===== src/rtl/hpct_pkg.sv =====
// hpct_pkg: shared types and constants of the hit pair coincidence tracker
// used by the scan front, the track math back end, the queue and the top level
`timescale 1ns / 1ps

package hpct_pkg;

  localparam int MaxHitsDefault = 64;
  localparam int ResultCap      = 63;
  localparam int QueueDepth     = 4;
  localparam int QueueAw        = 2;
  localparam logic [29:0] WindowReset = 30'd100;
  localparam int DivSteps  = 24;
  localparam int SqrtSteps = 17;

  // one stored hit
  typedef struct packed {
    logic [1:0]         plane;
    logic [31:0]        ts;
    logic [29:0]        tns;
    logic signed [15:0] x;
    logic signed [15:0] y;
    logic signed [15:0] z;
  } hit_t;

  // one coincidence handed from the front to the back end
  typedef struct packed {
    logic [5:0]         idx;
    logic signed [15:0] px;
    logic signed [15:0] py;
    logic signed [15:0] pz;
    logic signed [15:0] nx;
    logic signed [15:0] ny;
    logic signed [15:0] nz;
    logic [31:0]        ts;
    logic [30:0]        halfns;
    logic [30:0]        diff;
    logic               last;
  } job_t;

  typedef struct packed {
    logic push;
    logic full;
  } qctl_t;

endpackage


===== src/rtl/hpct_queue.sv =====
// hpct_queue: short register queue of coincidence jobs between front and back
// depends on hpct_pkg
`timescale 1ns / 1ps

module hpct_queue
  import hpct_pkg::*;
(
  input  logic  clk,
  input  logic  rst,
  input  logic  push,
  input  job_t  push_data,
  output logic  full,
  input  logic  pop,
  output logic  empty,
  output job_t  pop_data
);

  job_t               slots [QueueDepth];
  logic [QueueAw-1:0] wptr;
  logic [QueueAw-1:0] rptr;
  logic [QueueAw:0]   fill;

  assign full     = (fill == QueueAw'(0) + (QueueAw+1)'(QueueDepth));
  assign empty    = (fill == '0);
  assign pop_data = slots[rptr];

  // storage
  always_ff @(posedge clk) begin
    if (push && !full) begin
      slots[wptr] <= push_data;
    end
  end

  // pointers and fill level
  always_ff @(posedge clk) begin
    if (rst) begin
      wptr <= '0;
      rptr <= '0;
      fill <= '0;
    end else begin
      if (push && !full) wptr <= wptr + 1'b1;
      if (pop && !empty) rptr <= rptr + 1'b1;
      case ({push && !full, pop && !empty})
        2'b10:   fill <= fill + 1'b1;
        2'b01:   fill <= fill - 1'b1;
        default: fill <= fill;
      endcase
    end
  end

endmodule


===== config.mk =====
export PLATFORM = sky130hd
export DESIGN_NAME = hpct_queue
export DESIGN_NICKNAME = d
export VERILOG_FILES = /design/src/rtl/hpct_pkg.sv /design/src/rtl/hpct_queue.sv
export SDC_FILE = /design/constraint.sdc
export NUM_CORES = 1
export LEC_CHECK = 0
export ABC_CLOCK_PERIOD_IN_PS = 6700
export BUFFER_PORTS_ARGS = -buffer_cell sky130_fd_sc_hd__buf_2
export CELL_PAD_IN_SITES_DETAIL_PLACEMENT = 1
export CELL_PAD_IN_SITES_GLOBAL_PLACEMENT = 2
export CORE_ASPECT_RATIO = 0.75
export CORE_MARGIN = 4
export CORE_UTILIZATION = 40
export CTS_CLUSTER_DIAMETER = 30
export DETAILED_ROUTE_END_ITERATION = 10
export PLACE_DENSITY = 0.84
export RECOVER_POWER = 50
export SLEW_MARGIN = 20
export SYNTH_ARGS = -nofsm -noshare
export SYNTH_HDL_FRONTEND = slang
export SYNTH_SLANG_ARGS = --single-unit

===== constraint.sdc =====
create_clock -name clk -period 6.7 [get_ports clk]
set_input_delay 1.34 -clock clk [delete_from_list [all_inputs] [get_ports clk]]
set_output_delay 1.34 -clock clk [all_outputs]
set_load 0.05 [all_outputs]

==> results by group <==
Power
  – Max VDD drop: 0.0002983 V
  – Pwr/cell area: 475.4 nW/um2
  – PnR Total Power: around 17 mW
  – Pleak: 11.66 nW

Status
  – Failing checks: max-capacitance violations, max-slew violations
  – Outcome: finished, violations left

Setup path
  – Critical Path RT: about 7.0 ns
  – CP max FO: 48
  – Critical path's slowest cell: and2_0
  – Max incr delay on CP: between 2 and 3 ns
  – Crit path launch type: primary input
  – CP Capture Type: flip-flop
  – Worst-path cell chain: buf_2 -> inv_1 -> nor2_1 -> and2_0 -> buf_4
  – Kind of critical path: in2reg
  – Critical Path AT: 5.50 ns

Hold path
  – Worst hold path class: reg2reg

Clock network
  – Hold Buf Count CTS: 0
  – Clk slew on worst S/H paths: 0.05 ns
  – Clock Tree Buf Depth: 3
  – Cts bufs inserted: between 100 and 150
  – Post-CTS setup-driven buffer insertion count: 0
  – Clock sink count: 797
  – CTS tree: built
  – # resized after CTS: 0
  – H-tree depth: 4
  – Skew-Pair Late Insertion Delay: between 0.7 and 0.8 ns
  – Root buf cell: clkbuf_16

Timing
  – Unrepaired setup endpoints after global routing: no
  – Final hold viol count: 0
  – Setup TNS: 0 ns
  – Tcrit/Tclk final: 0.7745
  – Worst rel slew slack: -1.373
  – Worst-margin pin slew: 3.560 ns
  – Crit path time final: between 5 and 6 ns
  – Max-slew violation count: 442
  – Max frequency: 192.7 MHz
  – Number of endpoints failing setup at the final stage: 0
  – Setup Skew: roughly 0.031 ns

Synthesis
  – Synth Warn #: 0
  – Sequential share of the synthesized area: 0.8255
  – Async set-reset flop share out of synthesis: 0
  – Mapped Cells: 1083
  – Syn_nets: between 1k and 1.5k
  – Top cells by count, synth: edfxtp_1 (788), mux4_2 (197), buf_2 (21)
  – Area contributors post-synth: edfxtp_1 (82%), mux4_2 (15%), dfxtp_1 (0.62%)
  – Most numerous cell in the Yosys netlist: edfxtp_1
  – Flops & latches, synth: 797
  – Top cell type's share of synthesized area: 0.8193
  – Post-synthesis cell area: 28880 um2
  – Number of flops mapped to enable cells by yosys: just under 800
  – Main synth FF type: edfxtp_1
  – Synth Area per Inst: ~27 um2
  – Distinct cell type count after synthesis: 22
  – Synth area leader: edfxtp_1

Route
  – Pre-antenna DRT Iters: 5
  – Routed Antenna Nets: 0
  – Drt first-iter violations: ~1k
  – WL per Instance: 24.05 um
  – Via count: 13.46k
  – DRC viols: 0
  – DRT Wirelength: 63590 um
  – Vias per cell: 5.092

Global routing
  – Total grt overflow: 0
  – Tot GR Track Use: 0.1665
  – First-pass GRT wire length: 95640 um
  – Pin count of the biggest net entering global routing: 108
  – Initial antenna violation count: 8
  – Vias in the first global route: about 15k

Flow run
  – Max-cap violations: 5

Cells and area
  – Share of cells above drive strength 1: 0.3656
  – Area grow syn2layout: 24.68%
  – Net count reported at finish: 1789

Floorplanning
  – Die X: ~320 um
  – Ports: 400
  – Initial Util: 0.4029
  – Die ar.: 76610 um2
  – Die height: ~240 um
  – Core Area: 71680 um2
  – Row count: between 80 and 90

Placed design
  – Port bufs: 399
  – Hpwl dp: roughly 37000 um
  – Routability cong.: around 0.71
-- through the flow --
step	hold WS (ns)	utilization	cells	cell area, um2	worst slack (ns)
2_1_floorplan	0.4591	-	1083	28890	2.160
3_3_place_gp	0.4603	0.4464	2407	32000	3.035
3_5_place_dp	0.4872	0.4464	2407	32000	2.928
4_1_cts	0.4962	0.5067	2642	36320	2.263
5_1_grt	0.5285	0.5023	2642	36010	1.227
6_report	0.4942	0.5024	2644	36010	1.511
-- state kept, by name (all words and copies together) (netlist names), named ones only --
signal,cells
fill,3
rptr,2
slots,788
wptr,2
-- where the power goes --
part | total (mW) | switching (mW) | internal (mW)
Clock | 6.47 | 2.39 | 4.08
Sequential | 6.16 | 0.156 | 6.01
Combinational | 4.49 | 3.18 | 1.31
-- layout make-up --
class / count / area, um2
antenna: 2 / 5.005
clock buffer: 146 / 3356
clock inverter: 89 / 964.7
fill: 6463 / 35670
inverter: 8 / 30.03
multi-input combinational: 233 / 4696
sequential: 797 / 23850
tap: 957 / 1197
timing repair buffer: 412 / 1912
-- cells in the final DEF, fill, tap and decap left out, types with 4 or more instances in the layout --
master,Yosys,layout
clkinv_4,0,7
ha_1,5,5
buf_2,21,201
clkbuf_16,0,132
clkbuf_1,7,212
a21oi_1,4,4
edfxtp_1,788,788
dfxtp_1,9,7
buf_12,0,6
nor2_1,6,6
clkinv_16,0,4
mux4_2,197,197
clkinv_2,0,20
clkinv_1,0,19
bufinv_16,0,11
inv_1,8,8
inv_6,0,13
clkinvlp_4,0,9
clkbuf_2,0,4
-- critical path, delay by kind of cell --
kind	cells	cell delay, ns
simple gates	2	3.01
buf+inv	3	1.05
-- logic make-up (layout without fill, tap and decap cells) --
kind of cell | Yosys count | in the layout | share of synthesized area
mux | 198 | 198 | 0.1540
xor+xnor | 3 | 3 | 0.0009099
buf+inv | 53 | 655 | 0.01196
fa+ha+maj | 6 | 6 | 0.002859
compound gates | 8 | 8 | 0.001473
flops | 797 | 797 | 0.8255
simple gates | 18 | 18 | 0.003292
other cells | 0 | 2 | 0
-- final timing paths --
path                                            from                 endpoint  slack [ns]  cells after the start
worst max-delay path                            push  slots[2][117]$_DFFE_PP_        1.51                      5
worst min-delay path            rptr[1]$_SDFFE_PP0P_                flip-flop        0.49                      2
worst max register to register  fill[2]$_SDFFE_PP0P_  slots[2][117]$_DFFE_PP_        1.75                      4
worst min register to register  rptr[1]$_SDFFE_PP0P_                flip-flop        0.49                      2
-- metal layers --
layer | vias up | wire, um | GRT usage
li1 | 5748 | - | -
met1 | 7139 | 24800 | 0.2058
met2 | 455 | 32310 | 0.2757
met3 | 109 | 5137 | 0.06120
met4 | 12 | 1255 | 0.05555
met5 | - | 91 | 0
(Power assumes the default switching activity.)
