<file path="config.mk">
export PLATFORM = sky130hd
export DESIGN_NAME = hpct_back
export DESIGN_NICKNAME = d
export VERILOG_FILES = /design/src/rtl/hpct_pkg.sv /design/src/rtl/hpct_back.sv
export SDC_FILE = /design/constraint.sdc
export NUM_CORES = 2
export LEC_CHECK = 0
export BUFFER_PORTS_ARGS = -buffer_cell sky130_fd_sc_hd__buf_2
export CELL_PAD_IN_SITES_DETAIL_PLACEMENT = 0
export CELL_PAD_IN_SITES_GLOBAL_PLACEMENT = 1
export CORE_ASPECT_RATIO = 1.5
export CORE_MARGIN = 2
export CORE_UTILIZATION = 40
export DETAILED_ROUTE_END_ITERATION = 12
export GPL_TIMING_DRIVEN = 0
export PLACE_DENSITY = 0.7
export SKIP_CTS_REPAIR_TIMING = 1
export SYNTH_ARGS = -nofsm -noshare
export SYNTH_HDL_FRONTEND = slang
export SYNTH_SLANG_ARGS = --single-unit
</file>
<file path="constraint.sdc">
create_clock -name clk -period 22.8 [get_ports clk]
set_clock_uncertainty 0.1 [all_clocks]
set_input_delay 1.14 -clock clk [delete_from_list [all_inputs] [get_ports clk]]
set_output_delay 1.14 -clock clk [all_outputs]
set_load 0.02 [all_outputs]
</file>
<file path="src/rtl/hpct_pkg.sv">
// hpct_pkg: shared types and constants of the hit pair coincidence tracker
// used by the scan front, the track math back end, the queue and the top level
`timescale 1ns / 1ps

package hpct_pkg;

  localparam int MaxHitsDefault = 64;
  localparam int ResultCap      = 63;
  localparam int QueueDepth     = 4;
  localparam int QueueAw        = 2;
  localparam logic [29:0] WindowReset = 30'd100;
  localparam int DivSteps  = 24;
  localparam int SqrtSteps = 17;

  // one stored hit
  typedef struct packed {
    logic [1:0]         plane;
    logic [31:0]        ts;
    logic [29:0]        tns;
    logic signed [15:0] x;
    logic signed [15:0] y;
    logic signed [15:0] z;
  } hit_t;

  // one coincidence handed from the front to the back end
  typedef struct packed {
    logic [5:0]         idx;
    logic signed [15:0] px;
    logic signed [15:0] py;
    logic signed [15:0] pz;
    logic signed [15:0] nx;
    logic signed [15:0] ny;
    logic signed [15:0] nz;
    logic [31:0]        ts;
    logic [30:0]        halfns;
    logic [30:0]        diff;
    logic               last;
  } job_t;

  typedef struct packed {
    logic push;
    logic full;
  } qctl_t;

endpackage

</file>
<file path="src/rtl/hpct_back.sv">
// hpct_back: track math per coincidence (length by digit square root, two ratios
// by restoring division) and the output register; depends on hpct_pkg
`timescale 1ns / 1ps

module hpct_back
  import hpct_pkg::*;
(
  input  logic        clk,
  input  logic        rst,
  input  logic        q_empty,
  input  job_t        q_data,
  output logic        q_pop,
  output logic        out_valid,
  input  logic        out_ready,
  output logic [5:0]  partner_index,
  output logic signed [15:0] partner_x,
  output logic signed [15:0] partner_y,
  output logic signed [15:0] partner_z,
  output logic [31:0] track_s,
  output logic [30:0] track_halfns,
  output logic signed [30:0] time_diff_ns,
  output logic [16:0] path_length,
  output logic [15:0] ratio_yx,
  output logic [15:0] ratio_yz,
  output logic        last_of_run
);

  typedef enum logic [4:0] {
    B_IDLE = 5'b00001,
    B_DIFF = 5'b00010,
    B_SQR  = 5'b00100,
    B_ITER = 5'b01000,
    B_OUT  = 5'b10000
  } bstate_t;

  bstate_t     state;
  job_t        j;
  logic [15:0] dx, dy, dz;
  logic [31:0] sx, sy, sz;
  logic [33:0] rad;
  logic [19:0] srem;
  logic [16:0] root;
  logic [23:0] nyx, nyz;
  logic [23:0] qyx, qyz;
  logic [15:0] ryx, ryz;
  logic [4:0]  step;
  logic [16:0] ax, ay, az;
  logic [21:0] srem4;
  logic [18:0] trial;
  logic [16:0] dyx2, dyz2;
  logic        load_out;

  assign q_pop = (state == B_IDLE) && !q_empty;
  assign load_out = (state == B_OUT) && (!out_valid || out_ready);

  // absolute position differences
  always_comb begin
    ax = {j.px[15], j.px} - {j.nx[15], j.nx};
    ay = {j.py[15], j.py} - {j.ny[15], j.ny};
    az = {j.pz[15], j.pz} - {j.nz[15], j.nz};
    ax = ax[16] ? 17'(-ax) : ax;
    ay = ay[16] ? 17'(-ay) : ay;
    az = az[16] ? 17'(-az) : az;
  end

  // one square root digit and one quotient bit of each ratio per step
  always_comb begin
    srem4 = {srem, rad[33:32]};
    trial = {root, 2'b01};
    dyx2  = {ryx, nyx[23]};
    dyz2  = {ryz, nyz[23]};
  end

  // datapath registers
  always_ff @(posedge clk) begin
    case (state)
      B_IDLE: begin
        if (!q_empty) j <= q_data;
      end
      B_DIFF: begin
        dx <= ax[15:0];
        dy <= ay[15:0];
        dz <= az[15:0];
      end
      B_SQR: begin
        sx   <= dx * dx;
        sy   <= dy * dy;
        sz   <= dz * dz;
        nyx  <= {dy, 8'd0};
        nyz  <= {dy, 8'd0};
        ryx  <= '0;
        ryz  <= '0;
        srem <= '0;
        root <= '0;
      end
      B_ITER: begin
        if (step == 5'd0) begin
          rad <= 34'(sx) + 34'(sy) + 34'(sz);
        end else begin
          if (step <= 5'(SqrtSteps)) begin
            rad <= {rad[31:0], 2'b00};
            if (22'(trial) <= srem4) begin
              srem <= 20'(srem4 - 22'(trial));
              root <= {root[15:0], 1'b1};
            end else begin
              srem <= srem4[19:0];
              root <= {root[15:0], 1'b0};
            end
          end
          nyx <= {nyx[22:0], 1'b0};
          nyz <= {nyz[22:0], 1'b0};
          if (dyx2 >= {1'b0, dx}) begin
            ryx <= 16'(dyx2 - {1'b0, dx});
            qyx <= {qyx[22:0], 1'b1};
          end else begin
            ryx <= dyx2[15:0];
            qyx <= {qyx[22:0], 1'b0};
          end
          if (dyz2 >= {1'b0, dz}) begin
            ryz <= 16'(dyz2 - {1'b0, dz});
            qyz <= {qyz[22:0], 1'b1};
          end else begin
            ryz <= dyz2[15:0];
            qyz <= {qyz[22:0], 1'b0};
          end
        end
      end
      default: ;
    endcase
  end

  // output register
  always_ff @(posedge clk) begin
    if (load_out) begin
      partner_index <= j.idx;
      partner_x     <= j.px;
      partner_y     <= j.py;
      partner_z     <= j.pz;
      track_s       <= j.ts;
      track_halfns  <= j.halfns;
      time_diff_ns  <= j.diff;
      path_length   <= root;
      ratio_yx      <= (dx == '0 || qyx[23:16] != '0) ? 16'hFFFF : qyx[15:0];
      ratio_yz      <= (dz == '0 || qyz[23:16] != '0) ? 16'hFFFF : qyz[15:0];
      last_of_run   <= j.last;
    end
  end

  // sequencer and output valid
  always_ff @(posedge clk) begin
    if (rst) begin
      state     <= B_IDLE;
      step      <= '0;
      out_valid <= 1'b0;
    end else begin
      out_valid <= load_out || (out_valid && !out_ready);
      case (state)
        B_IDLE: if (!q_empty) state <= B_DIFF;
        B_DIFF: state <= B_SQR;
        B_SQR: begin
          step  <= '0;
          state <= B_ITER;
        end
        B_ITER: begin
          step <= step + 1'b1;
          if (step == 5'(DivSteps)) state <= B_OUT;
        end
        B_OUT: begin
          if (load_out) state <= B_IDLE;
        end
        default: state <= B_IDLE;
      endcase
    end
  end

  // a loaded beat is offered on the next cycle
  a_load_valid: assert property (@(posedge clk) disable iff (rst)
    load_out |=> out_valid) else $error("loaded beat not offered");

  // a waiting beat is not overwritten
  a_hold: assert property (@(posedge clk) disable iff (rst)
    out_valid && !out_ready |=> out_valid && $stable(path_length))
    else $error("waiting beat lost");

  // jobs are taken only from a non-empty queue
  a_pop_nonempty: assert property (@(posedge clk) disable iff (rst)
    q_pop |-> !q_empty) else $error("pop from empty queue");

endmodule

</file>
==> qor.csv <==
stage,metric,value,unit
status,status,finished clean,
setup_path,Worst Setup End Kind,register,
timing,final period utilization,35.5,%
floorplan,die area,0.138,mm^2
setup_path,crit path kind,register to register,
global_routing,vias in the first global route,38000,
setup_path,max incr delay on CP,580,ps
setup_path,"most used cell, CP",fa_1,
logic_synthesis,most frequent cell after synthesis,inv_1,
setup_path,critical path launch point type,register,
placed_design,Routability Congestion,0.893,
worst_hold_path,Hold Crit Class,register to register,
logic_synthesis,asr flop ratio synth,0,%
routing,Vias,36000,
timing,# setup viols final,0,
timing,setup_tns,0,ps
logic_synthesis,XOR/XNOR share of the synthesized area,3.49,%
global_routing,largest net degree at the start of global routing,49,
placed_design,Cells after DPL,7024,
timing,actual slew at the worst max-slew pin,1220,ps
setup_path,Crit path buffers/inverters,6,
logic_synthesis,mux share of post-synthesis cell area,0.798,%
logic_synthesis,Synth Area in Compound Gates,8.56,%
clock_tree,# H-tree levels,3,
setup_path,Crit Path Max Fanout,10,
logic_synthesis,synth cell count leaders,"inv_1 (900), edfxtp_1 (703), fa_1 (523), ha_1 (456), nand2_1 (399)",
setup_path,Crit-path slowest cell,fa_1,
routing,Initial DRT Pass Iterations,5,
logic_synthesis,Adder-Cell Fraction of Synth Area,30.0,%
timing,highest clock rate,0.124,GHz
logic_synthesis,Mean Syn Cell Area,11.1,um^2
timing,fin crit period,8090,ps
logic_synthesis,main flop type after synthesis,edfxtp_1,
routing,DRC,0,
timing,"Slew Viols, Final",0,
floorplan,Die Width,304,um
global_routing,first-pass GRT wire length,207000,um
setup_path,reg2reg start,dx[3]$_DFFE_PP_,
placed_design,Detailed Place HPWL,107000,um
worst_hold_path,hold_sp,j[193]$_DFFE_PP_,
clock_tree,root buf cell,clkbuf_16,
cells_and_area,fin nets,6527,
clock_tree,Sink Count,714,
timing,RSZ-0062 raised after global routing,no,
cells_and_area,Fill cells,12700,
cells_and_area,Reg area,0.0213,mm^2
floorplan,core area,0.134,mm^2
routing,ANT nets after route,0,
setup_path,Worst EP arrival,8420,ps
routing,Initial DRC Count,1663,
global_routing,Total Routing Usage GR,19.3,%
floorplan,I/O pins,401,
routing,Vias/cell,5.03,
logic_synthesis,Post-Syn Instances,4843,
routing,WL final,132000,um
setup_path,CP Launch Point,dx[3]$_DFFE_PP_,
floorplan,Rows,165,
placed_design,IO Port Bufs,399,
logic_synthesis,Yosys top cell by area,edfxtp_1,
cells_and_area,Multi-input gate area,0.0288,mm^2
logic_synthesis,ranking of synthesized cells by area,"edfxtp_1 (39%), fa_1 (19%), ha_1 (11%)",
clock_tree,clock tree buffer depth,3,
setup_path,Worst path top cell family by delay,adder cells,
cells_and_area,layout cells sized above 1,12.0,%
cells_and_area,Area Overhead vs Synth,13.4,%
cells_and_area,non-filler instance count after layout,7162,
clock_tree,Skew-Pair Late Insertion Delay,710,ps
setup_path,CP required,23120,ps
floorplan,Die Y,454,um
logic_synthesis,Post-synth EDFFs,703,
routing,DR WL/cell,18.5,um
logic_synthesis,sequential share of the synthesized area,39.6,%
setup_path,worst-path cell chain,"clkbuf_1, clkinv_1, nor2_1, fa_1, inv_1, fa_1, inv_1, fa_1, fa_1, fa_1, inv_1, fa_1, inv_1, ha_1, o211a_1, a221oi_1, o21ai_0, a31oi_1, o21a_1, o21ai_0, o311ai_0",
logic_synthesis,Mapped Area,0.0539,mm^2
logic_synthesis,top-area cell type share of the netlist area,39.2,%
global_routing,initial antenna violation count,12,
logic_synthesis,Simple-Gate Fraction of Synth Area,10.4,%
logic_synthesis,post-synthesis cell type count,91,
logic_synthesis,largest family of logic cells by synthesized area,adder cells,
clock_tree,"CTS clk-pin slew, worst paths",60,ps
logic_synthesis,Ys Warns,0,
global_routing,Congestion Overflow GR,0,
floorplan,initial core utilization,40.2,%
logic_synthesis,post-synthesis register bit count,714,
timing,relative slew slack,18.4,%
clock_tree,Num CTS Buffers,74,
job,Max Cap Violations,0,
clock_tree,CTS tree,built,
timing,Final Hold Vio Count,0,
-- cell families (layout without fill, tap and decap cells) --
logic type,count (synthesis),after routing
mux,42,42
other cells,1,9
flops,714,714
buf+inv,1016,1574
compound gates,699,699
simple gates,1177,1177
fa+ha+maj,979,979
xor+xnor,215,215
-- layer usage --
layer  track usage [%]  part of all wire [%]  routed length [um]  vias to the layer above
li1                  -                     -                   -                    17200
met1              21.1                    38               50500                    17900
met2              37.5                    55               72100                      696
met3              2.99                   4.2                5510                      193
met4              6.69                   3.1                4080                        6
met5                 0                 0.031                  41                        -
-- path summary, 6_finish.rpt --
kind                           endpoint  slack (ps)  cells after the start
max reg2reg            sx[31]$_DFFE_PP_       14710                     21
min          partner_index[2]$_DFFE_PP_         310                      0
min reg2reg  partner_index[2]$_DFFE_PP_         310                      0
max                    sx[31]$_DFFE_PP_       14710                     21
-- stage by stage --
stage / area (um^2) / hold slack (ps) / util [%] / worst slack, ps
after floorplan: 53900 / 300 / - / 11960
after global placement: 58100 / 300 / 43.3 / 6250
after detailed placement: 58600 / 305 / 43.7 / 14740
after CTS: 61100 / 312 / 45.5 / 14670
after global routing: 61100 / 321 / 45.5 / 14240
final: 61100 / 313 / 45.5 / 14710
-- final cells by class --
| cell class | instances | share of cell area [%] |
|---|---|---|
| multi-input combinational | 3115 | 47.1 |
| tap | 1753 | 3.59 |
| clock buffer | 89 | 3.14 |
| timing repair buffer | 426 | 4.06 |
| sequential | 714 | 34.9 |
| inverter | 906 | 5.57 |
| clock inverter | 43 | 0.852 |
| antenna | 6 | 0.0246 |
| buffer | 110 | 0.741 |
-- cells in the final DEF (no fill, tap or decap), types with 27 or more instances in the layout --
cell type	count
nor2_1	300
xor2_1	69
and2_1	79
nand3_1	43
a21o_1	99
a21oi_1	181
xnor2_1	146
clkbuf_1	115
inv_1	900
mux2i_1	34
nor4_1	27
nand2_1	399
o21bai_1	28
clkbuf_16	74
nor2b_1	42
fa_1	523
o21a_1	33
buf_2	402
ha_1	456
o21ai_0	133
a211oi_1	29
nor3_1	69
or2_2	53
and3_1	42
a31oi_1	29
edfxtp_1	703
-- state kept, by name, indices dropped and copies added, names as in the netlist, 17 cells and up --
register      cells
track_halfns     31
srem             20
sx               31
track_s          32
sz               31
qyz              24
j               197
sy               31
root             17
path_length      17
qyx              24
time_diff_ns     31
rad              34
Power is not shown: default switching activity piles up to over one toggle a cycle in this logic, so the estimate is an artifact.
